$ cat src/sv/rpa_pkg.sv
// Shared types, codes and constants for the reference-counted page allocator.
// Used by every module of the block; the channel interfaces stand alone.
package rpa_pkg;

    localparam int MAX_PAGES_DEF  = 32768;
    localparam int PAGE_BYTES_DEF = 4096;
    localparam int COUNT_BITS_DEF = 8;

    localparam int BASE_W        = 20;
    localparam int NUM_W         = 16;
    localparam int APB_AW        = 3;
    localparam int NUM_PAGES_RST = 32768;

    localparam logic REG_BASE_PAGE = 1'b0;
    localparam logic REG_NUM_PAGES = 1'b1;

    typedef enum logic [1:0] {
        ACT_ALLOC = 2'd0,
        ACT_FREE  = 2'd1,
        ACT_INCR  = 2'd2,
        ACT_DECR  = 2'd3
    } t_action;

    typedef enum logic [2:0] {
        RS_OK         = 3'd0,
        RS_NONE_FREE  = 3'd1,
        RS_BAD_ADDR   = 3'd2,
        RS_UNDERFLOW  = 3'd3,
        RS_OVERFLOW   = 3'd4,
        RS_STACK_FULL = 3'd5
    } t_status;

    typedef enum logic [1:0] {
        ST_CLEAR,
        ST_IDLE,
        ST_EXEC
    } t_state;

    typedef struct packed {
        logic pop_stack;
        logic pop_fresh;
        logic push;
    } t_src_cmd;

    typedef struct packed {
        logic stack_empty;
        logic stack_full;
        logic fresh_empty;
    } t_src_stat;

    // Number of pages actually managed: the programmed count, capped at capacity.
    function automatic logic [NUM_W-1:0] clip_pages(input logic [NUM_W-1:0] num,
                                                    input int max_pages);
        logic [NUM_W-1:0] res;
        res = num;
        if (int'(num) > max_pages) begin
            res = NUM_W'(max_pages);
        end
        return res;
    endfunction

endpackage

$ cat src/sv/rpa_cfg_regs.sv
// APB configuration registers: base page and number of managed pages.
// Depends on rpa_pkg for register indexes and the page-count clip function.
module rpa_cfg_regs import rpa_pkg::*; #(
    parameter int MAX_PAGES = MAX_PAGES_DEF
) (
    input  logic              i_clk,
    input  logic              i_rst_n,
    input  logic              psel,
    input  logic              penable,
    input  logic              pwrite,
    input  logic [APB_AW-1:0] paddr,
    input  logic [31:0]       pwdata,
    output logic [31:0]       prdata,
    output logic              pready,
    output logic [BASE_W-1:0] o_base_page,
    output logic [NUM_W-1:0]  o_pages_in_use,
    output logic              o_reload,
    output logic [NUM_W-1:0]  o_reload_pages
);

    logic [BASE_W-1:0] r_base_page;
    logic [NUM_W-1:0]  r_num_pages;
    logic              wr_en;

    assign pready = 1'b1;
    assign wr_en  = psel && penable && pwrite;

    always_ff @(posedge i_clk) begin
        if (!i_rst_n) begin
            r_base_page <= '0;
            r_num_pages <= NUM_W'(NUM_PAGES_RST);
        end else if (wr_en) begin
            case (paddr[2])
                REG_BASE_PAGE: r_base_page <= pwdata[BASE_W-1:0];
                REG_NUM_PAGES: r_num_pages <= pwdata[NUM_W-1:0];
                default:       r_base_page <= r_base_page;
            endcase
        end
    end

    always_comb begin
        case (paddr[2])
            REG_BASE_PAGE: prdata = 32'(r_base_page);
            REG_NUM_PAGES: prdata = 32'(r_num_pages);
            default:       prdata = '0;
        endcase
    end

    assign o_base_page    = r_base_page;
    assign o_pages_in_use = clip_pages(r_num_pages, MAX_PAGES);
    assign o_reload       = wr_en && (paddr[2] == REG_NUM_PAGES);
    assign o_reload_pages = clip_pages(pwdata[NUM_W-1:0], MAX_PAGES);

endmodule

$ cat config.mk
export PLATFORM = sky130hd
export DESIGN_NAME = rpa_cfg_regs
export DESIGN_NICKNAME = d
export VERILOG_FILES = /design/src/sv/rpa_pkg.sv /design/src/sv/rpa_cfg_regs.sv
export SDC_FILE = /design/constraint.sdc
export NUM_CORES = 1
export LEC_CHECK = 0
export ABC_AREA = 1
export BUFFER_PORTS_ARGS = -buffer_cell sky130_fd_sc_hd__buf_2
export CAP_MARGIN = 10
export CORE_MARGIN = 3
export CORE_UTILIZATION = 39
export DETAILED_ROUTE_END_ITERATION = 6
export GPL_ROUTABILITY_DRIVEN = 0
export PLACE_DENSITY_LB_ADDON = 0.08
export SYNTH_ARGS = -nofsm -noshare
export SYNTH_HDL_FRONTEND = slang
export SYNTH_SLANG_ARGS = --single-unit
$ cat constraint.sdc
create_clock -name i_clk -period 1.13 [get_ports i_clk]
set_clock_uncertainty 0.1 [all_clocks]
set_input_delay 0.0565 -clock i_clk [delete_from_list [all_inputs] [get_ports i_clk]]
set_output_delay 0.0565 -clock i_clk [all_outputs]
set_load 0.01 [all_outputs]
==> results of run 1 <==
## cells by family (layout without fill, tap and decap cells)
logic type / after synthesis / in the layout / share of synthesized area
AND/OR/NAND/NOR: 124 / 125 / 0.248
AO/OA/AOI/OAI: 82 / 82 / 0.232
buffers and inverters: 72 / 195 / 0.173
flip-flops: 36 / 36 / 0.343
other: 2 / 13 / 0.00357
## routing by layer
metal	up-vias	global-route usage	wire [um]
met5	-	0	0
met4	0	0.0481	63
met3	6	0.0339	364
met2	78	0.364	3320
met1	1069	0.262	2850
li1	1227	-	-
## cell usage in the layout (no fill, tap or decap), types with 2 or more instances in the layout
cell / netlist / routed
a21oi_1: 10 / 4
a21oi_2: 20 / 25
buf_12: 0 / 4
buf_2: 6 / 88
buf_4: 15 / 27
buf_6: 4 / 25
clkbuf_8: 0 / 5
conb_1: 2 / 13
dfxtp_1: 36 / 19
dfxtp_2: 0 / 17
dlygate4sd3_1: 0 / 4
inv_1: 35 / 20
inv_2: 4 / 6
inv_4: 0 / 12
nand2_1: 24 / 22
nand2_2: 2 / 4
nand2_4: 1 / 2
nor2_1: 91 / 84
nor2_2: 2 / 6
nor2_4: 2 / 5
o21ai_0: 44 / 28
o21ai_1: 7 / 11
o21ai_2: 0 / 12
## flip-flops by register name, summed over array words and instances (netlist names)
name,cells
o_base_page,20
r_num_pages,16
## layout make-up
type                       instances  area share
tap                               70      0.0263
sequential                        36       0.223
timing repair buffer             149       0.318
inverter                          39      0.0545
multi-input combinational        220       0.355
clock buffer                       6      0.0218
clock inverter                     1     0.00150
## tightest hold or removal path, cell delays in order
cell	delay, ns
buf_6	0.07
buf_4	0.11
nor2_1	0.04
nor2_1	0.08
## worst max path at each step
stage,from,end,cells after the start
3_5_place_dp,r_num_pages[11],o_pages_in_use[0],7
6_report,r_num_pages[4],o_pages_in_use[10],7
4_1_cts,r_num_pages[7],o_pages_in_use[0],7
2_1_floorplan,r_num_pages[15],o_pages_in_use[10],8
5_1_grt,r_num_pages[8],o_pages_in_use[10],7
3_3_place_gp,r_num_pages[14],o_pages_in_use[7],7
## power groups by stage
stage                     logic (W)  registers (W)  clock network (W)
final                      0.000822        0.00135           0.000867
after global routing       0.000895        0.00135           0.000921
after CTS                  0.000760        0.00135           0.000868
after detailed placement   0.000715        0.00137                  0
after global placement     0.000711        0.00137                  0
after floorplan            0.000391        0.00138                  0
## timing repair
item / 4_1_cts / 5_1_grt
pin swaps: 19 / 18
cloned: 1 / 0
endpoints found under the setup margin: 47 / 48
hold buffers: 4 / 0
resized for setup: 71 / 54
endpoints found under the hold margin: 4 / 0
buffers inserted: 1 / 4
## per-stage QoR
stage | total power, W | area (um^2)
floorplan | 0.00177 | 2160
global placement | 0.00208 | 2890
detailed placement | 0.00208 | 2890
CTS | 0.00297 | 3130
global route | 0.00317 | 3330
finish | 0.00304 | 3330
==> flow_summary.yaml, run 1 <==
sta:
  rsz0062_at_grt: "true"
  setup_slack_ns: -0.468
  setup_viol: 31
  setup_tns_ns: -7.00
  drv_slew: 0
  hold_slack_ns: 0.0113
  fmax_mhz: 626
  finalHoldViolations: 0
  fin_crit_ns: 1.60
  post-route-period-util: 1.41
status:
  outcome: "complete, but fails checks"
  violations: "setup timing"
placement:
  port_buffers: 98
  dp_cells: 507
  dp_slack_ns: -0.139
  dp_hpwl_um: 4850
logic_synthesis:
  yosysUniqueCellTypes: 21
  synth_area_leaders: "dfxtp_1 (34%), nor2_1 (16%), o21ai_0 (10%), a21oi_2 (8.3%), inv_1 (6.3%)"
  synth.most_common_cell: "nor2_1"
  synth_top_area_frac: 0.343
  synth_edf_count: 0
  async_flop_share: 0
  ys_seq_elements: 36
  post_synth.cell_area_avg_um2: 6.65
  ys_warn_count: 0
  synth_area_um2: 2100
  synthFlopType: "dfxtp_1"
  yosys.area.top_type: "dfxtp_1"
  synthCells: 316
  yosysSeqAreaShare: 0.343
  ys_top_cells_by_count: "nor2_1 (91), o21ai_0 (44), dfxtp_1 (36)"
clocking:
  cts_sinks: 36
  clk_pin_slew_ns: 0.07
  cts_tree: "built"
  clk_latency_ns: 0.28
  clock_path_buffers: 2
  cts_made_buffers: 5
  htreeDepth: 2
  clockRootBuffer: "clkbuf_8"
power:
  irDropWorstVdd_mv: 0.568
  switchingPower_w: 0.000923
  p_comb_frac: 0.271
  pwr-share-seq: 0.444
  netSwitchingFraction: 0.304
  p_clk_frac: 0.285
  power.leakage_nw: 1.76
  power.internal_w: 0.00211
  p_per_area_nw_per_um2: 912
final_layout:
  multi_input_area_um2: 1180
  area_delta_synth_final_pct: 58.5
  instances_no_fill: 521
  fill_cells: 472
  register_area_um2: 742
  drive_above_1_share: 0.541
  final_util: 0.644
  n_antenna_cell: 0
  nets: 491
die:
  start_util: 0.406
  num_rows: 26
  core_um2: 5170
  die_h_um: 79.4
  io_pins: 126
  die_area_um2: 6300
  die_w_um: 79.4
routing:
  via_per_inst: 4.57
  drtIter0Drc: 70
  dr.pass1.iters: 4
  drc: 0
  routedWlPerCell_um: 12.7
  routed_wl_um: 6600
  antenna_left: 0
  vias: 2380
critical_path:
  endpoint_kind: "output pin"
  crit_buf_inv: 2
  path_cells: "nor2_2 -> nand2_1 -> nor2_1 -> nand2_2 -> buf_12 -> a21oi_2 -> buf_2"
  crit_family: "simple AND/OR/NAND/NOR gates"
  worstReg2RegStart: "r_num_pages[3]"
  startpoint_type: "register"
  critPathKind: "reg2out"
  r2r_end: "r_num_pages[3]"
  reg2regPathDepth: 4
  max_stage_delay_ns: 0.34
  reg2reg_slack_ns: 0.13
  critPathArrivalTime_ns: 1.44
  critPathSlowestCell: "dfxtp_2"
  crit_fanout: 8
  cp.required_ns: 0.97
grt:
  grt_pass1_wl_um: 10200
  globalRouteTotalUtil: 0.206
  grt_pass1_vias: 2129
  grt_max_degree: 37
  grt_remaining_overflow: 0
  antenna_found_initial: 0
hold_path:
  whs_path_depth: 4
  hp-class: "in2reg"
  holdPathEnd: "o_base_page[8]"
  min_from: "pwdata[8]"
flow_run:
  maxCapViolations: 0
No activity file was read; power rests on OpenSTA's default activity.
==> inputs of run 2 (changes only) <==
- CORE_UTILIZATION: 39 -> 47
- MAX_ROUTING_LAYER: not set -> met4
- clock period: 1.13 -> 2.05 ns (I/O delays scaled with it)
==> run 2 against run 1 <==
Effect of this change:
- the run now ends clean
- worst hold slack lost 0.0049 ns
- first-iteration DRC count up 40%
- total power fell by 50%
- highest routed layer unchanged
==> flow_summary.yaml, run 2 (synthesis gave the netlist of run 1 again) <==
routing:
  antenna_left: 0
  drtIter0Drc: 98
  dr.pass1.iters: 4
  via_per_inst: 4.70
  routed_wl_um: 5830
  vias: 2172
  drc: 0
  routedWlPerCell_um: 12.6
power:
  p_per_area_nw_per_um2: 570
  irDropWorstVdd_mv: 0.433
  power.leakage_nw: 1.45
placement:
  dp_hpwl_um: 4130
  port_buffers: 98
  dp_cells: 445
  dpl_cell_area_um2: 2500
clocking:
  cts_tree: "built"
  cts_made_buffers: 5
  clockRootBuffer: "clkbuf_8"
  clk_latency_ns: 0.28
  htreeDepth: 2
  clock_path_buffers: 2
  cts_sinks: 36
  cts_setup_buffers: 0
  clk_pin_slew_ns: 0.07
flow_run:
  maxCapViolations: 0
sta:
  fin_crit_ns: 1.79
  post-route-period-util: 0.872
  fmax_mhz: 559
  worst_pin_slew_ns: 0.688
  drv_slew: 0
  slew_headroom: 0.541
  setup_viol: 0
  finalHoldViolations: 0
  setup_tns_ns: 0
  rsz0062_at_grt: "false"
final_layout:
  drive_above_1_share: 0.340
  n_antenna_cell: 0
  final_common_cell: "buf_2"
  area_delta_synth_final_pct: 27.5
  nets: 452
  instances_no_fill: 462
  final_cell_mix: "buf_2 (98), nor2_1 (91), o21ai_0 (44)"
  largest_register_ffs: 20
  finalInstanceArea_um2: 2680
die:
  die_h_um: 72.9
  die_w_um: 72.9
  io_pins: 126
  num_rows: 23
  core_um2: 4140
  start_util: 0.507
  die_area_um2: 5310
critical_path:
  crit_fanout: 15
  critPathArrivalTime_ns: 1.58
  cp.required_ns: 1.85
  endpoint_kind: "output pin"
  critPathKind: "in2out"
  startpoint_type: "input pin"
grt:
  grt_max_degree: 37
  grt_pass1_wl_um: 9460
  grt_remaining_overflow: 0
  antenna_found_initial: 0
  globalRouteTotalUtil: 0.232
  grt_pass1_vias: 2016
hold_path:
  hp-class: "in2reg"
status:
  outcome: "finished clean"
==> run 2: timing repair <==
action                    CTS  global route
hold buffers               10             0
hold endpoints to repair   13             0
resized for setup           0             0
==> run 2: layer usage <==
layer  vias to the layer above  GRT usage  wire length, um
met5                         -          -                0
met4                         0     0.0615               44
met1                       952      0.287             2630
li1                       1145          -                -
met2                        71      0.392             2740
met3                         4     0.0399              410
==> run 2: layout make-up <==
type	count	area, um^2
Fill cell	415	1470
Sequential cell	36	721
Multi-Input combinational cell	219	1060
Clock buffer	6	72.6
Timing Repair Buffer	111	613
Inverter	39	146
Tap cell	50	62.6
Clock inverter	1	5.00
==> run 2: metrics by stage <==
stage | setup WS (ns) | power [W] | hold WS, ns | utilization
2_1_floorplan | 0.787 | 0.000968 | 0.137 | -
3_3_place_gp | 0.594 | 0.00106 | 0.228 | 0.603
3_5_place_dp | 0.589 | 0.00106 | 0.239 | 0.603
4_1_cts | 0.264 | 0.00154 | 0.000531 | 0.646
5_1_grt | 0.113 | 0.00161 | 0.00803 | 0.646
6_report | 0.263 | 0.00153 | 0.00640 | 0.646
==> run 2: final timing paths <==
| check | from | to | slack, ns | cells after the start |
|---|---|---|---|---|
| max | pwdata[13] | o_reload_pages[0] | 0.26 | 8 |
| min | pwdata[1] | r_num_pages[1] | 0.006 | 3 |
| max reg2reg | r_num_pages[6] | r_num_pages[6] | 1.28 | 2 |
| min reg2reg | r_num_pages[11] | r_num_pages[11] | 0.43 | 2 |
==> run 2: critical path, cell delays in order <==
cell,delay [ns]
dlygate4sd3_1,0.53
buf_2,0.14
nor2_1,0.08
nand2_1,0.08
nor2_1,0.17
nand2_4,0.18
a21oi_1,0.16
buf_2,0.14
==> run 2: power by group <==
| group | switching [W] | total, W | internal (W) |
|---|---|---|---|
| combinational | 0.000203 | 0.000316 | 0.000113 |
| clock | 0.000238 | 0.000468 | 0.000231 |
| sequential | 0.0000176 | 0.000742 | 0.000724 |
| total | 0.000458 | 0.00153 | 0.00107 |
