==> src/sv/rpa_pkg.sv <==
// Shared types, codes and constants for the reference-counted page allocator.
// Used by every module of the block; the channel interfaces stand alone.
package rpa_pkg;

    localparam int MAX_PAGES_DEF  = 32768;
    localparam int PAGE_BYTES_DEF = 4096;
    localparam int COUNT_BITS_DEF = 8;

    localparam int BASE_W        = 20;
    localparam int NUM_W         = 16;
    localparam int APB_AW        = 3;
    localparam int NUM_PAGES_RST = 32768;

    localparam logic REG_BASE_PAGE = 1'b0;
    localparam logic REG_NUM_PAGES = 1'b1;

    typedef enum logic [1:0] {
        ACT_ALLOC = 2'd0,
        ACT_FREE  = 2'd1,
        ACT_INCR  = 2'd2,
        ACT_DECR  = 2'd3
    } t_action;

    typedef enum logic [2:0] {
        RS_OK         = 3'd0,
        RS_NONE_FREE  = 3'd1,
        RS_BAD_ADDR   = 3'd2,
        RS_UNDERFLOW  = 3'd3,
        RS_OVERFLOW   = 3'd4,
        RS_STACK_FULL = 3'd5
    } t_status;

    typedef enum logic [1:0] {
        ST_CLEAR,
        ST_IDLE,
        ST_EXEC
    } t_state;

    typedef struct packed {
        logic pop_stack;
        logic pop_fresh;
        logic push;
    } t_src_cmd;

    typedef struct packed {
        logic stack_empty;
        logic stack_full;
        logic fresh_empty;
    } t_src_stat;

    // Number of pages actually managed: the programmed count, capped at capacity.
    function automatic logic [NUM_W-1:0] clip_pages(input logic [NUM_W-1:0] num,
                                                    input int max_pages);
        logic [NUM_W-1:0] res;
        res = num;
        if (int'(num) > max_pages) begin
            res = NUM_W'(max_pages);
        end
        return res;
    endfunction

endpackage

==> src/sv/rpa_if.sv <==
// Valid/ready channel interfaces for the page allocator requests and responses.
// Stand-alone; the payload fields are plain vectors.
interface rpa_req_if;
    logic        valid;
    logic        ready;
    logic [1:0]  action;
    logic [31:0] page_addr;

    modport source (output valid, action, page_addr, input ready);
    modport sink   (input valid, action, page_addr, output ready);
endinterface

interface rpa_rsp_if;
    logic        valid;
    logic        ready;
    logic [2:0]  status;
    logic [31:0] alloc_addr;
    logic        reached_zero;
    logic [7:0]  new_count;

    modport source (output valid, status, alloc_addr, reached_zero, new_count, input ready);
    modport sink   (input valid, status, alloc_addr, reached_zero, new_count, output ready);
endinterface

==> src/sv/rpa_core.sv <==
// Request sequencer: address check, count read-modify-write, page source control
// and the response register. Depends on rpa_pkg and the channel interfaces.
module rpa_core import rpa_pkg::*; #(
    parameter int MAX_PAGES  = MAX_PAGES_DEF,
    parameter int PAGE_BYTES = PAGE_BYTES_DEF,
    parameter int COUNT_BITS = COUNT_BITS_DEF,
    localparam int IDX_W     = $clog2(MAX_PAGES)
) (
    input  logic                  i_clk,
    input  logic                  i_rst_n,
    rpa_req_if.sink               i_req,
    rpa_rsp_if.source             o_rsp,
    input  logic [BASE_W-1:0]     i_base_page,
    input  logic [NUM_W-1:0]      i_pages_in_use,
    input  logic                  i_cnt_busy,
    output logic                  o_cnt_rd_en,
    output logic [IDX_W-1:0]      o_cnt_rd_idx,
    input  logic [COUNT_BITS-1:0] i_cnt_rd_data,
    output logic                  o_cnt_wr_en,
    output logic [IDX_W-1:0]      o_cnt_wr_idx,
    output logic [COUNT_BITS-1:0] o_cnt_wr_data,
    output t_src_cmd              o_src_cmd,
    output logic [IDX_W-1:0]      o_push_idx,
    input  t_src_stat             i_src_stat,
    input  logic [IDX_W-1:0]      i_top_idx,
    input  logic [IDX_W-1:0]      i_fresh_idx
);

    localparam int PG_SH = $clog2(PAGE_BYTES);
    localparam int PN_W  = 32 - PG_SH;
    localparam int DW    = ((PN_W > BASE_W) ? PN_W : BASE_W) + 1;
    localparam int SUM_W = BASE_W + 1;
    localparam logic [COUNT_BITS-1:0] CNT_MAX = '1;

    t_state  r_state, n_state;
    t_action r_action;
    logic [IDX_W-1:0] r_idx;
    logic             r_addr_ok;

    logic             r_out_valid;
    t_status          r_status;
    logic [31:0]      r_alloc_addr;
    logic             r_zero;
    logic [7:0]       r_new_count;

    logic             accept;
    logic [DW-1:0]    diff;
    logic             addr_ok_d;

    logic             fire;
    t_status          res_status;
    logic [31:0]      res_alloc;
    logic             res_zero;
    logic [COUNT_BITS-1:0] res_count;
    logic [15:0]      count_wide;
    logic             wr_raw;
    logic [IDX_W-1:0] alloc_idx;
    logic [SUM_W-1:0] page_sum;
    t_src_cmd         cmd_raw;

    assign i_req.ready = (r_state == ST_IDLE);
    assign accept      = i_req.valid && i_req.ready;

    assign diff      = DW'(i_req.page_addr[31:PG_SH]) - DW'(i_base_page);
    assign addr_ok_d = (i_req.page_addr[PG_SH-1:0] == '0) && !diff[DW-1]
                       && (diff[DW-2:0] < (DW-1)'(i_pages_in_use));

    assign o_cnt_rd_en  = accept;
    assign o_cnt_rd_idx = IDX_W'(diff);

    always_ff @(posedge i_clk) begin
        if (accept) begin
            r_action  <= t_action'(i_req.action);
            r_idx     <= IDX_W'(diff);
            r_addr_ok <= addr_ok_d;
        end
    end

    always_ff @(posedge i_clk) begin
        if (!i_rst_n) begin
            r_state <= ST_CLEAR;
        end else begin
            r_state <= n_state;
        end
    end

    assign fire = (r_state == ST_EXEC) && (!r_out_valid || o_rsp.ready);

    always_comb begin
        n_state = r_state;
        case (r_state)
            ST_CLEAR: begin
                if (!i_cnt_busy) begin
                    n_state = ST_IDLE;
                end
            end
            ST_IDLE: begin
                if (accept) begin
                    n_state = ST_EXEC;
                end
            end
            ST_EXEC: begin
                if (fire) begin
                    n_state = ST_IDLE;
                end
            end
            default: n_state = ST_CLEAR;
        endcase
    end

    always_comb begin
        res_status = RS_OK;
        res_alloc  = '0;
        res_zero   = 1'b0;
        res_count  = '0;
        wr_raw     = 1'b0;
        cmd_raw    = '0;
        alloc_idx  = i_top_idx;
        o_cnt_wr_idx  = r_idx;
        o_cnt_wr_data = '0;
        page_sum   = '0;
        case (r_action)
            ACT_ALLOC: begin
                if (!i_src_stat.stack_empty) begin
                    cmd_raw.pop_stack = 1'b1;
                end else if (!i_src_stat.fresh_empty) begin
                    alloc_idx         = i_fresh_idx;
                    cmd_raw.pop_fresh = 1'b1;
                end else begin
                    res_status = RS_NONE_FREE;
                end
                if (res_status == RS_OK) begin
                    page_sum      = SUM_W'(i_base_page) + SUM_W'(alloc_idx);
                    res_alloc     = 32'(page_sum) << PG_SH;
                    res_count     = COUNT_BITS'(1);
                    wr_raw        = 1'b1;
                    o_cnt_wr_idx  = alloc_idx;
                    o_cnt_wr_data = COUNT_BITS'(1);
                end
            end
            default: begin
                if (!r_addr_ok) begin
                    res_status = RS_BAD_ADDR;
                end else if (r_action == ACT_INCR) begin
                    res_count = i_cnt_rd_data;
                    if (i_cnt_rd_data == CNT_MAX) begin
                        res_status = RS_OVERFLOW;
                    end else begin
                        res_count     = i_cnt_rd_data + COUNT_BITS'(1);
                        wr_raw        = 1'b1;
                        o_cnt_wr_data = res_count;
                    end
                end else if (i_cnt_rd_data == '0) begin
                    res_status = RS_UNDERFLOW;
                end else if (r_action == ACT_FREE && i_cnt_rd_data == COUNT_BITS'(1)
                             && i_src_stat.stack_full) begin
                    res_status = RS_STACK_FULL;
                    res_count  = i_cnt_rd_data;
                end else begin
                    res_count     = i_cnt_rd_data - COUNT_BITS'(1);
                    wr_raw        = 1'b1;
                    o_cnt_wr_data = res_count;
                    if (res_count == '0) begin
                        res_zero     = 1'b1;
                        cmd_raw.push = (r_action == ACT_FREE);
                    end
                end
            end
        endcase
    end

    assign o_cnt_wr_en = fire && wr_raw;
    assign o_src_cmd   = fire ? cmd_raw : '0;
    assign o_push_idx  = r_idx;
    assign count_wide  = 16'(res_count);

    always_ff @(posedge i_clk) begin
        if (!i_rst_n) begin
            r_out_valid <= 1'b0;
        end else if (fire) begin
            r_out_valid <= 1'b1;
        end else if (o_rsp.ready) begin
            r_out_valid <= 1'b0;
        end
    end

    always_ff @(posedge i_clk) begin
        if (fire) begin
            r_status     <= res_status;
            r_alloc_addr <= res_alloc;
            r_zero       <= res_zero;
            r_new_count  <= count_wide[7:0];
        end
    end

    assign o_rsp.valid        = r_out_valid;
    assign o_rsp.status       = r_status;
    assign o_rsp.alloc_addr   = r_alloc_addr;
    assign o_rsp.reached_zero = r_zero;
    assign o_rsp.new_count    = r_new_count;

    // A finished item always leaves a response behind.
    a_exec_gives_rsp: assert property (@(posedge i_clk) disable iff (!i_rst_n)
        (r_state == ST_EXEC && n_state == ST_IDLE) |=> r_out_valid)
        else $error("completed item left no response");

    a_no_accept_clearing: assert property (@(posedge i_clk) disable iff (!i_rst_n)
        accept |-> !i_cnt_busy)
        else $error("item accepted during count clearing");

    a_pop_not_empty: assert property (@(posedge i_clk) disable iff (!i_rst_n)
        o_src_cmd.pop_stack |-> !i_src_stat.stack_empty)
        else $error("pop from empty page stack");

    a_push_not_full: assert property (@(posedge i_clk) disable iff (!i_rst_n)
        o_src_cmd.push |-> (!i_src_stat.stack_full && r_addr_ok))
        else $error("push onto full page stack or with bad address");

    a_write_in_exec: assert property (@(posedge i_clk) disable iff (!i_rst_n)
        o_cnt_wr_en |-> (r_state == ST_EXEC && (r_addr_ok || r_action == ACT_ALLOC)))
        else $error("count write outside a valid execute cycle");

endmodule

==> src/flat_wrapper.sv <==
// flat-port wrapper written by rule: the top's interface ports become plain ports
module rpa_core_flat import rpa_pkg::*;
#(
    parameter int MAX_PAGES  = MAX_PAGES_DEF,
    parameter int PAGE_BYTES = PAGE_BYTES_DEF,
    parameter int COUNT_BITS = COUNT_BITS_DEF,
    localparam int IDX_W     = $clog2(MAX_PAGES)
)
  (i_clk, i_rst_n, i_base_page, i_pages_in_use, i_cnt_busy, o_cnt_rd_en, o_cnt_rd_idx, i_cnt_rd_data, o_cnt_wr_en, o_cnt_wr_idx, o_cnt_wr_data, o_src_cmd, o_push_idx, i_src_stat, i_top_idx, i_fresh_idx, i_req_valid, i_req_action, i_req_page_addr, i_req_ready, o_rsp_valid, o_rsp_status, o_rsp_alloc_addr, o_rsp_reached_zero, o_rsp_new_count, o_rsp_ready);
  rpa_req_if i_req_i ();
  rpa_rsp_if o_rsp_i ();
  input  logic i_clk;
  input  logic i_rst_n;
  input  logic [BASE_W-1:0] i_base_page;
  input  logic [NUM_W-1:0] i_pages_in_use;
  input  logic i_cnt_busy;
  output logic o_cnt_rd_en;
  output logic [IDX_W-1:0] o_cnt_rd_idx;
  input  logic [COUNT_BITS-1:0] i_cnt_rd_data;
  output logic o_cnt_wr_en;
  output logic [IDX_W-1:0] o_cnt_wr_idx;
  output logic [COUNT_BITS-1:0] o_cnt_wr_data;
  output t_src_cmd o_src_cmd;
  output logic [IDX_W-1:0] o_push_idx;
  input  t_src_stat i_src_stat;
  input  logic [IDX_W-1:0] i_top_idx;
  input  logic [IDX_W-1:0] i_fresh_idx;
  input wire logic [$bits(i_req_i.valid)-1:0] i_req_valid;
  input wire logic [$bits(i_req_i.action)-1:0] i_req_action;
  input wire logic [$bits(i_req_i.page_addr)-1:0] i_req_page_addr;
  output wire logic [$bits(i_req_i.ready)-1:0] i_req_ready;
  output wire logic [$bits(o_rsp_i.valid)-1:0] o_rsp_valid;
  output wire logic [$bits(o_rsp_i.status)-1:0] o_rsp_status;
  output wire logic [$bits(o_rsp_i.alloc_addr)-1:0] o_rsp_alloc_addr;
  output wire logic [$bits(o_rsp_i.reached_zero)-1:0] o_rsp_reached_zero;
  output wire logic [$bits(o_rsp_i.new_count)-1:0] o_rsp_new_count;
  input wire logic [$bits(o_rsp_i.ready)-1:0] o_rsp_ready;
  assign i_req_i.valid = i_req_valid;
  assign i_req_i.action = i_req_action;
  assign i_req_i.page_addr = i_req_page_addr;
  assign i_req_ready = i_req_i.ready;
  assign o_rsp_valid = o_rsp_i.valid;
  assign o_rsp_status = o_rsp_i.status;
  assign o_rsp_alloc_addr = o_rsp_i.alloc_addr;
  assign o_rsp_reached_zero = o_rsp_i.reached_zero;
  assign o_rsp_new_count = o_rsp_i.new_count;
  assign o_rsp_i.ready = o_rsp_ready;
  rpa_core #(.MAX_PAGES(MAX_PAGES), .PAGE_BYTES(PAGE_BYTES), .COUNT_BITS(COUNT_BITS)) u_core (.i_clk(i_clk), .i_rst_n(i_rst_n), .i_req(i_req_i), .o_rsp(o_rsp_i), .i_base_page(i_base_page), .i_pages_in_use(i_pages_in_use), .i_cnt_busy(i_cnt_busy), .o_cnt_rd_en(o_cnt_rd_en), .o_cnt_rd_idx(o_cnt_rd_idx), .i_cnt_rd_data(i_cnt_rd_data), .o_cnt_wr_en(o_cnt_wr_en), .o_cnt_wr_idx(o_cnt_wr_idx), .o_cnt_wr_data(o_cnt_wr_data), .o_src_cmd(o_src_cmd), .o_push_idx(o_push_idx), .i_src_stat(i_src_stat), .i_top_idx(i_top_idx), .i_fresh_idx(i_fresh_idx));
endmodule
==> config.mk <==
export PLATFORM = sky130hd
export DESIGN_NAME = rpa_core_flat
export DESIGN_NICKNAME = d
export VERILOG_FILES = /design/src/sv/rpa_pkg.sv /design/src/sv/rpa_if.sv /design/src/sv/rpa_core.sv /design/src/flat_wrapper.sv
export SDC_FILE = /design/constraint.sdc
export NUM_CORES = 1
export LEC_CHECK = 0
export ABC_AREA = 0
export BUFFER_PORTS_ARGS = -buffer_cell sky130_fd_sc_hd__buf_4
export CORE_MARGIN = 3
export CORE_UTILIZATION = 23
export CTS_BUF_LIST = sky130_fd_sc_hd__clkbuf_2 sky130_fd_sc_hd__clkbuf_4 sky130_fd_sc_hd__clkbuf_8
export CTS_CLUSTER_SIZE = 25
export DETAILED_ROUTE_END_ITERATION = 8
export PLACE_DENSITY = 0.57
export SLEW_MARGIN = 5
export SYNTH_ARGS = -nofsm -noshare
export SYNTH_HDL_FRONTEND = slang
export SYNTH_SLANG_ARGS = --single-unit
==> constraint.sdc <==
create_clock -name i_clk -period 3.66 [get_ports i_clk]
set_clock_uncertainty 0.15 [all_clocks]
set_input_delay 0.183 -clock i_clk [delete_from_list [all_inputs] [get_ports i_clk]]
set_output_delay 0.183 -clock i_clk [all_outputs]
set_load 0.03 [all_outputs]
==> results summary, run 1 <==
Of the available clock period, the critical path in the final layout requires 91.1%. The sort of element at the end of the critical path is a flip-flop. The number of max-cap violations is 0. The die outline area is 0.0240 mm2. The repair_antennas step left the layout with diodes totalling 0. Across the whole layout, storage elements account for 0.00156 mm2. Detailed routing inserted a total of ~4.9k vias. The commonest register cell after synthesis is sky130_fd_sc_hd__edfxtp_1. The row count is 53. The maximum operating frequency came out at 300 MHz.

At the end of routability-driven placement, the weighted congestion stood at 0.898. The violation count after the first detailed-routing iteration is 310. In this run the post-CTS setup repair buffer count came out at 0.

Summing all multi-input logic gate instances after layout gives ~0.0032 mm2. For this design, the sink count on the clock tree is 53. The share of the synthesized area in the top cell type came out at around 29%. The vias per cell came out at roughly 4.5. Setup repair after global routing left no endpoint under its margin.

Of the synthesized area, sequential elements account for 30.6%. The region available for standard cell placement spans 0.0214 mm2. The layout overhead on the synthesized area is 38.7%. The number of fillers in the final layout came out at 2256. The critical path is of the input pin to flip-flop type. The synthesized design contains 53 register bits. The worst setup path is launched from an input pin. In the post-synthesis netlist, the biggest area contributors are sky130_fd_sc_hd__edfxtp_1, sky130_fd_sc_hd__ha_1, sky130_fd_sc_hd__nand2_1.

Clock-pin slew was measured on the worst setup and hold paths at 0.10 ns. The quantity of I/O buffers inserted on ports came out at about 210. The total CTS buffers is 5.

The number of antenna-violating nets in the routed design is 0. The number of distinct library cells after synthesis is 62. A synthesized cell averages approximately 8.5 um2. Measured along the y axis, the die boundary spans 155 um.

The power density over the cells is 282 mW/mm2. The count of flip-flops with a built-in enable after synthesis came out at 50. Synthesis handed over a netlist of 598 instances. The net total in the final layout came out at 985. The global-route wire length before repair came out at about 27000 um. The post-detailed-routing wire length is approximately 18000 um. The transition at the pin with the smallest max-transition slack is 0.950 ns. The path class of the tightest hold or removal check is input pin to flip-flop. The root buffer cell chosen for the clock tree is sky130_fd_sc_hd__clkbuf_8. The number of global-route vias before repair is 4839. TritonCTS built the clock tree. The total power came out at between 1500 and 2000 uW. The number of pins exceeding their max-slew limit in the final report came out at 0. After detailed routing, the average wire length per cell comes to 16.4 um. The H-tree level count is 2. The share of synthesized flip-flops with an asynchronous set or reset is 0%. The global routing usage summed across all routing layers came out at roughly 14%. Once layout is complete, the cells apart from fillers number 1086.

The worst-skew pair later-pin latency is roughly 0.32 ns. The pre-antenna-repair detailed-routing pass consisted of 4 iterations. The final-layout setup total negative slack came out at 0 ns. Summed over all instances, the cell type with the most area after synthesis is sky130_fd_sc_hd__edfxtp_1. The number of setup violations in the final report came out at 0. The hold violation count in the final report came to 0. The largest net degree at the start of global routing came out at 28.

The initial antenna violation count came to 0. The run finished with clean final reports. The placed wire-length estimate after detailed placement came out at roughly 15000 um. For this design the static power due to leakage is 0.00332 uW. The maximum root-to-sink buffer count came out at 2. The share of cells above drive strength 1 is 31.6%. The post-placement cell count is 1074.

The detailed-route DRC error count is 0. The die is 155 um wide. Headroom to the max-slew limit came out at a little under two fifths. The cell area after technology mapping came out at 0.00511 mm2. Global routing finished with a remaining overflow of 0.

Across the VDD grid, the largest voltage drop is approximately 0.14 mV. The Yosys step of the flow raised 0 warnings. At the worst endpoint, the required time is 3.71 ns. The initial standard-cell utilization of the core came out at 23.9%. The endpoint arrival time on the critical path is 3.38 ns. The count of boundary I/O pins came out at 220. The time the final worst path needs with I/O delays and setup came out at 3.33 ns. The maximum fanout count along the critical path is 3.
## area by class of cell
cell class | count | share of cell area [%]
flip-flops and latches | 53 | 22.0
multi-input cells | 476 | 45.4
inverters | 52 | 2.75
clock buffers | 8 | 1.29
well taps | 275 | 4.85
repair buffers | 222 | 23.6
## what timing repair did
action                                  in CTS  in global routing
gates resized for setup                      0                  0
endpoints found under the hold margin        5                  0
hold buffers                                 4                  0
endpoints found under the setup margin       0                  0
## power breakdown
part / internal, uW / leakage, uW / switching, uW
clock network: 159 / 0.0000498 / 204
logic: 396 / 0.00277 / 538
registers: 690 / 0.000505 / 10.9
## cells by family after synthesis
| logic type | share of synthesized area [%] |
|---|---|
| AOI/OAI and AO/OA | 17.3 |
| and+or+nand+nor | 20.8 |
| adders and majority gates | 14.7 |
| DFF | 30.6 |
| buffers and inverters | 7.22 |
| other | 0.0734 |
| xor gates and xnor gates | 5.14 |
| muxes | 4.09 |
## placed cells by master (no fill, tap or decap), drive strengths merged, types with 5 or more instances in the layout
cell      n
clkbuf    8
nor4      7
nand2b   10
inv      52
a211oi   11
edfxtp   50
nor2b    11
xnor2    23
a21o      8
nor3     22
o21bai    5
ha       57
a21oi    32
conb     12
mux2     15
and3      6
nand3    12
a31oi    13
o21ai    34
nand2    80
nor2     51
xor2      7
o21a      6
buf     218
a21boi    6
and2      6
## path summary, 6_finish.rpt
path | startpoint | end | slack [ns] | cells after the start
setup / recovery | i_req_page_addr[12] | u_core.r_addr_ok | 0.33 | 18
hold / removal | i_req_valid | u_core.r_state[0] | 0.04 | 4
setup reg to reg | u_core.r_action[0] | u_core.o_rsp.new_count[1] | 1.30 | 7
hold reg to reg | u_core.r_state[1] | u_core.o_rsp.valid | 0.39 | 2
## cell usage after synthesis (all sizes together), types with 3 or more instances
cell type / number
nor4: 7
and3: 6
o21a: 6
a21boi: 6
a22oi: 3
nor2b: 11
nand2: 80
inv: 52
o21bai: 5
nor3: 22
dfxtp: 3
mux2: 15
o211ai: 4
buf: 19
a21o: 8
o31ai: 3
a211oi: 11
mux2i: 4
ha: 57
nor3b: 3
nand2b: 10
xnor2: 23
xor2: 7
and2: 6
o21ai: 34
a31oi: 13
a21oi: 32
edfxtp: 50
or3: 4
clkbuf: 9
nand3: 12
nor2: 51
## stage by stage
step,instance area [um2],setup WS [ns],hold slack (ns),util [%]
floorplan,5150,0.113,0.132,-
global placement,6960,0.0880,0.212,32.5
detailed placement,6960,0.00305,0.214,32.5
CTS,7090,0.354,0.0118,33.1
global route,7090,0.0458,0.0402,33.1
finish,7090,0.325,0.0351,33.1
## state kept, by name (all words and copies together), names as in the netlist
name,cells
u_core.o_rsp.valid,1
u_core.o_rsp.status,3
u_core.r_addr_ok,1
u_core.r_action,2
u_core.o_rsp.alloc_addr,20
u_core.o_rsp.new_count,8
u_core.o_rsp.reached_zero,1
u_core.o_push_idx,15
u_core.r_state,2
## critical path: stages
cell                       delay, ns
sky130_fd_sc_hd__buf_4          0.11
sky130_fd_sc_hd__inv_1          0.04
sky130_fd_sc_hd__ha_1           0.16
sky130_fd_sc_hd__inv_1          0.06
sky130_fd_sc_hd__fa_1           0.43
sky130_fd_sc_hd__a211oi_2       0.29
sky130_fd_sc_hd__o21ai_2        0.10
sky130_fd_sc_hd__a31oi_1        0.24
sky130_fd_sc_hd__a211o_2        0.20
sky130_fd_sc_hd__o21bai_1       0.06
sky130_fd_sc_hd__a21oi_1        0.18
sky130_fd_sc_hd__xnor2_1        0.17
sky130_fd_sc_hd__ha_1           0.29
sky130_fd_sc_hd__and3_1         0.17
sky130_fd_sc_hd__o21ai_0        0.16
sky130_fd_sc_hd__o21ai_0        0.11
sky130_fd_sc_hd__nor4_1         0.21
sky130_fd_sc_hd__and4b_1        0.22
## per-layer routing
metal | GRT usage (%) | vias to the layer above | part of all wire, %
met2 | 25.1 | 127 | 50
met1 | 18.8 | 2230 | 44
met5 | 0 | - | 0
met3 | 1.95 | 21 | 3.9
met4 | 4.25 | 0 | 2.4
li1 | - | 2536 | -
No activity file was read; power rests on OpenSTA's default activity.
==> run 2, diff against run 1 <==
==> constraint.sdc (replaced) <==
create_clock -name i_clk -period 3.66 [get_ports i_clk]
set_clock_uncertainty 0.15 [all_clocks]
set_input_delay 0.183 -clock i_clk [delete_from_list [all_inputs] [get_ports i_clk]]
set_output_delay 0.183 -clock i_clk [all_outputs]
set_load 0.05 [all_outputs]
==> run 2 against run 1 <==
Net effect: routed wire length fell by 0.72%; non-clock buffer count rose by 3; utilization rose by 0.082 points; final cell count rose by 0.28%; global-route usage fell by 0.31 points; largest power group unchanged.
==> results summary, run 2 (same netlist as run 1, synthesis figures left out) <==
The count of cells along the worst hold path came out at 3 (-1). The share of power burned in the clock network came out at 16.0% (-2.2 points). Routed signal wires occupy layers up through met4. The H-tree level count is 2 (unchanged). The highest ir drop seen on vdd came out at 0.125 mV (-11%). The maximum fanout count along the critical path is 3 (unchanged).

The wire length on met3 came out at 757 um (+8.3%). The count of boundary I/O pins is 220 (unchanged). The number of iterations in the first detailed-routing pass came to 5 (+1).

The final worst slack came to 0.392 ns (+0.0663 ns). The wire length the detailed router placed on met1 came out at 7940 um (+0.67%). The power density over the cells is 294 mW/mm2 (+4.2%). The number of antenna-violating nets in the routed design is 0 (unchanged).

The slowest stage of the critical path is the sky130_fd_sc_hd__fa_1 cell. The tree is rooted in a sky130_fd_sc_hd__clkbuf_8. The combinational power share came out at 50.4% (+3.6 points).

The clock tree from TritonCTS is yes. The total area of multi-input combinational cells is 0.00323 mm2 (+0.23%). The minimum setup slack after placement is 0.0604 ns (+0.0573 ns).

Setup repair after global routing left no endpoint under its margin. The transition at the pin with the smallest max-transition slack is 0.891 ns (-0.0590 ns). The quantity of I/O buffers inserted on ports came out at 207 (unchanged).

The final routed wire length divided by cell count came out at 16.3 um (-1.0%). The number of sinks handled by clock tree synthesis is 53 (unchanged). The worst-skew pair later-pin latency is 0.31 ns (about the same). The total CTS buffers is 5 (unchanged). The total power is 2090 uW (+4.5%). The post-cts sizing count came out at 0 (unchanged).

The power dissipated by switching net loads came out at 863 uW (+15%). The amount of wire on met2 after detailed routing is 8590 um (-2.7%). The final clock period utilization by the worst path came out at 89.3% (-1.8 points).

The worst setup path is captured at a flip-flop. The vias per cell is 4.52 (about the same). The initial antenna violation count came out at 0 (unchanged).

The time the final worst path needs with I/O delays and setup is 3.27 ns (-0.0663 ns). The placed wire-length estimate after detailed placement is 15200 um (-1.4%). In the layout the commonest cells are sky130_fd_sc_hd__buf_4, sky130_fd_sc_hd__nand2_1, sky130_fd_sc_hd__ha_1. The static leakage power came to 0.00334 uW (+0.43%).

Walking the worst path, the cells encountered are buf_4 > inv_1 > ha_1 > inv_1 > fa_1 > a211oi_2 > o21ai_2 > a31oi_1 > a211o_2 > o21bai_1 > a21oi_1 > xnor2_2 > ha_1 > and3_1 > o21ai_0 > o21ai_0 > nor4_1 > and4b_1. The post-detailed-routing wire length was 17700 um (-0.72%). The maximum root-to-sink buffer count came out at 2 (unchanged). The tightest slew margin relative to the limit came to 40.6% (+3.9 points). The number of setup violations in the final report came to 0 (unchanged).

The detailed-route via count is 4926 (+0.24%). The number of fillers in the final layout was 2266 (+0.44%). The part of the total power dissipated in sequential elements is 33.6% (-1.5 points).

The clock transition at the register clock pins on the worst setup and hold paths after CTS is 0.10 ns (about the same). The floorplan die width was 155 um (unchanged). The number of pins exceeding their max-slew limit in the final report was 0 (unchanged). The hold violation count in the final report is 0 (unchanged). The footprint of the flip-flops and latches came out at 0.00156 mm2 (unchanged). The endpoint arrival time on the critical path is 3.30 ns (-0.08 ns). The area of placed instances came out at 0.00700 mm2 (+0.54%).

The maximum operating frequency came to 306 MHz (+2.0%). The switching part of the total power came out at 41.3% (+3.7 points). The setup path with the least slack is of type input pin to flip-flop. The worst min-delay path class is input pin to flip-flop. The die outline area is 0.0240 mm2 (unchanged). The final-layout setup total negative slack is 0 ns (unchanged).

The run finished with clean final reports. The layout overhead on the synthesized area came out at 39.1%. The global-route wire length before repair came out at 26800 um (-1.2%).

The total internal power is 1220 uW (-1.7%). The share of the core filled with cells came out at 33.2% (+0.082 points). The violation count after the first detailed-routing iteration is 311 (+0.32%). The number of cells traversed by the worst register-to-register path came to 7 (unchanged). The detailed-route DRC error count came out at 0 (unchanged).

The placeable core region is 0.0214 mm2 (unchanged). The global routing usage summed across all routing layers came out at 14.2% (-0.31 points). The share of cells above drive strength 1 came out at 31.8% (+0.25 points). The largest stage delay on the critical path is 0.39 ns (-0.04 ns). The initial standard-cell utilization of the core came out at 23.9% (unchanged). The library cell used most frequently in the layout, excluding fill and tap cells, is sky130_fd_sc_hd__buf_4. The number of global-route vias before repair came out at 4769 (-1.4%). The row count is 53 (unchanged). The net total in the final layout is 988 (+0.30%). The die height came out at 155 um (unchanged). The flip-flop count of the largest register, all copies and words added is 20 (unchanged).

The largest net degree at the start of global routing came out at 33 (+18%). The diode insertion count for antenna repair is 0 (unchanged). The number of max-cap violations came out at 0 (unchanged). The residual overflow from global routing came out at 0 (unchanged). The final design instance area without fill came out at 0.00711 mm2 (+0.25%). The worst setup path is launched from an input pin. The final weighted congestion in routability-driven placement is 0.887 (-1.2%).

The required time of the critical path came out at 3.69 ns (-0.02 ns).
run 2: power by group through the flow:
stage	Sequential [uW]	Combinational, uW	Clock, uW
after CTS	701	1060	351
after detailed placement	715	1050	0
after global placement	714	1050	0
final	701	1050	334
after global routing	703	1150	369
after floorplan	759	658	0
run 2: metal layers:
metal	up-vias	GRT usage (%)
li1	2532	-
met2	132	23.8
met5	-	0
met4	0	3.95
met3	22	1.92
met1	2240	19.1
run 2: path summary, 6_finish.rpt:
path / start / end / slack, ns
hold reg to reg: u_core.o_rsp.valid / u_core.o_rsp.valid / 0.39
setup / recovery: i_req_page_addr[12] / u_core.r_addr_ok / 0.39
hold / removal: o_rsp_ready / u_core.o_rsp.valid / 0.03
setup reg to reg: u_core.r_action[0] / u_core.o_rsp.new_count[1] / 1.33
run 2: area by class of cell:
cell class	count	share of cell area (%)
Multi-Input combinational cell	476	45.4
Tap cell	275	4.84
Clock buffer	5	0.968
Sequential cell	53	22.0
Inverter	52	2.75
Clock inverter	3	0.176
Timing Repair Buffer	225	23.9
run 2: through the flow:
| stage | hold slack, ns | cells |
|---|---|---|
| after floorplan | 0.132 | 609 |
| after global placement | 0.218 | 1078 |
| after detailed placement | 0.217 | 1078 |
| after CTS | 0.0150 | 1089 |
| after global routing | 0.0453 | 1089 |
| final | 0.0254 | 1089 |
run 2: what timing repair did:
item                                    CTS  global route
setup buffers                             0             0
hold buffers                              3             0
hold endpoints to repair                  5             0
endpoints found under the setup margin    0             0
run 2: critical path: cells and delay by family:
kind	cells	cell delay [ns]
buffers and inverters	3	0.20
adders and majority gates	3	0.82
AOI/OAI and AO/OA	8	1.33
and+or+nand+nor	3	0.60
xor gates and xnor gates	1	0.15
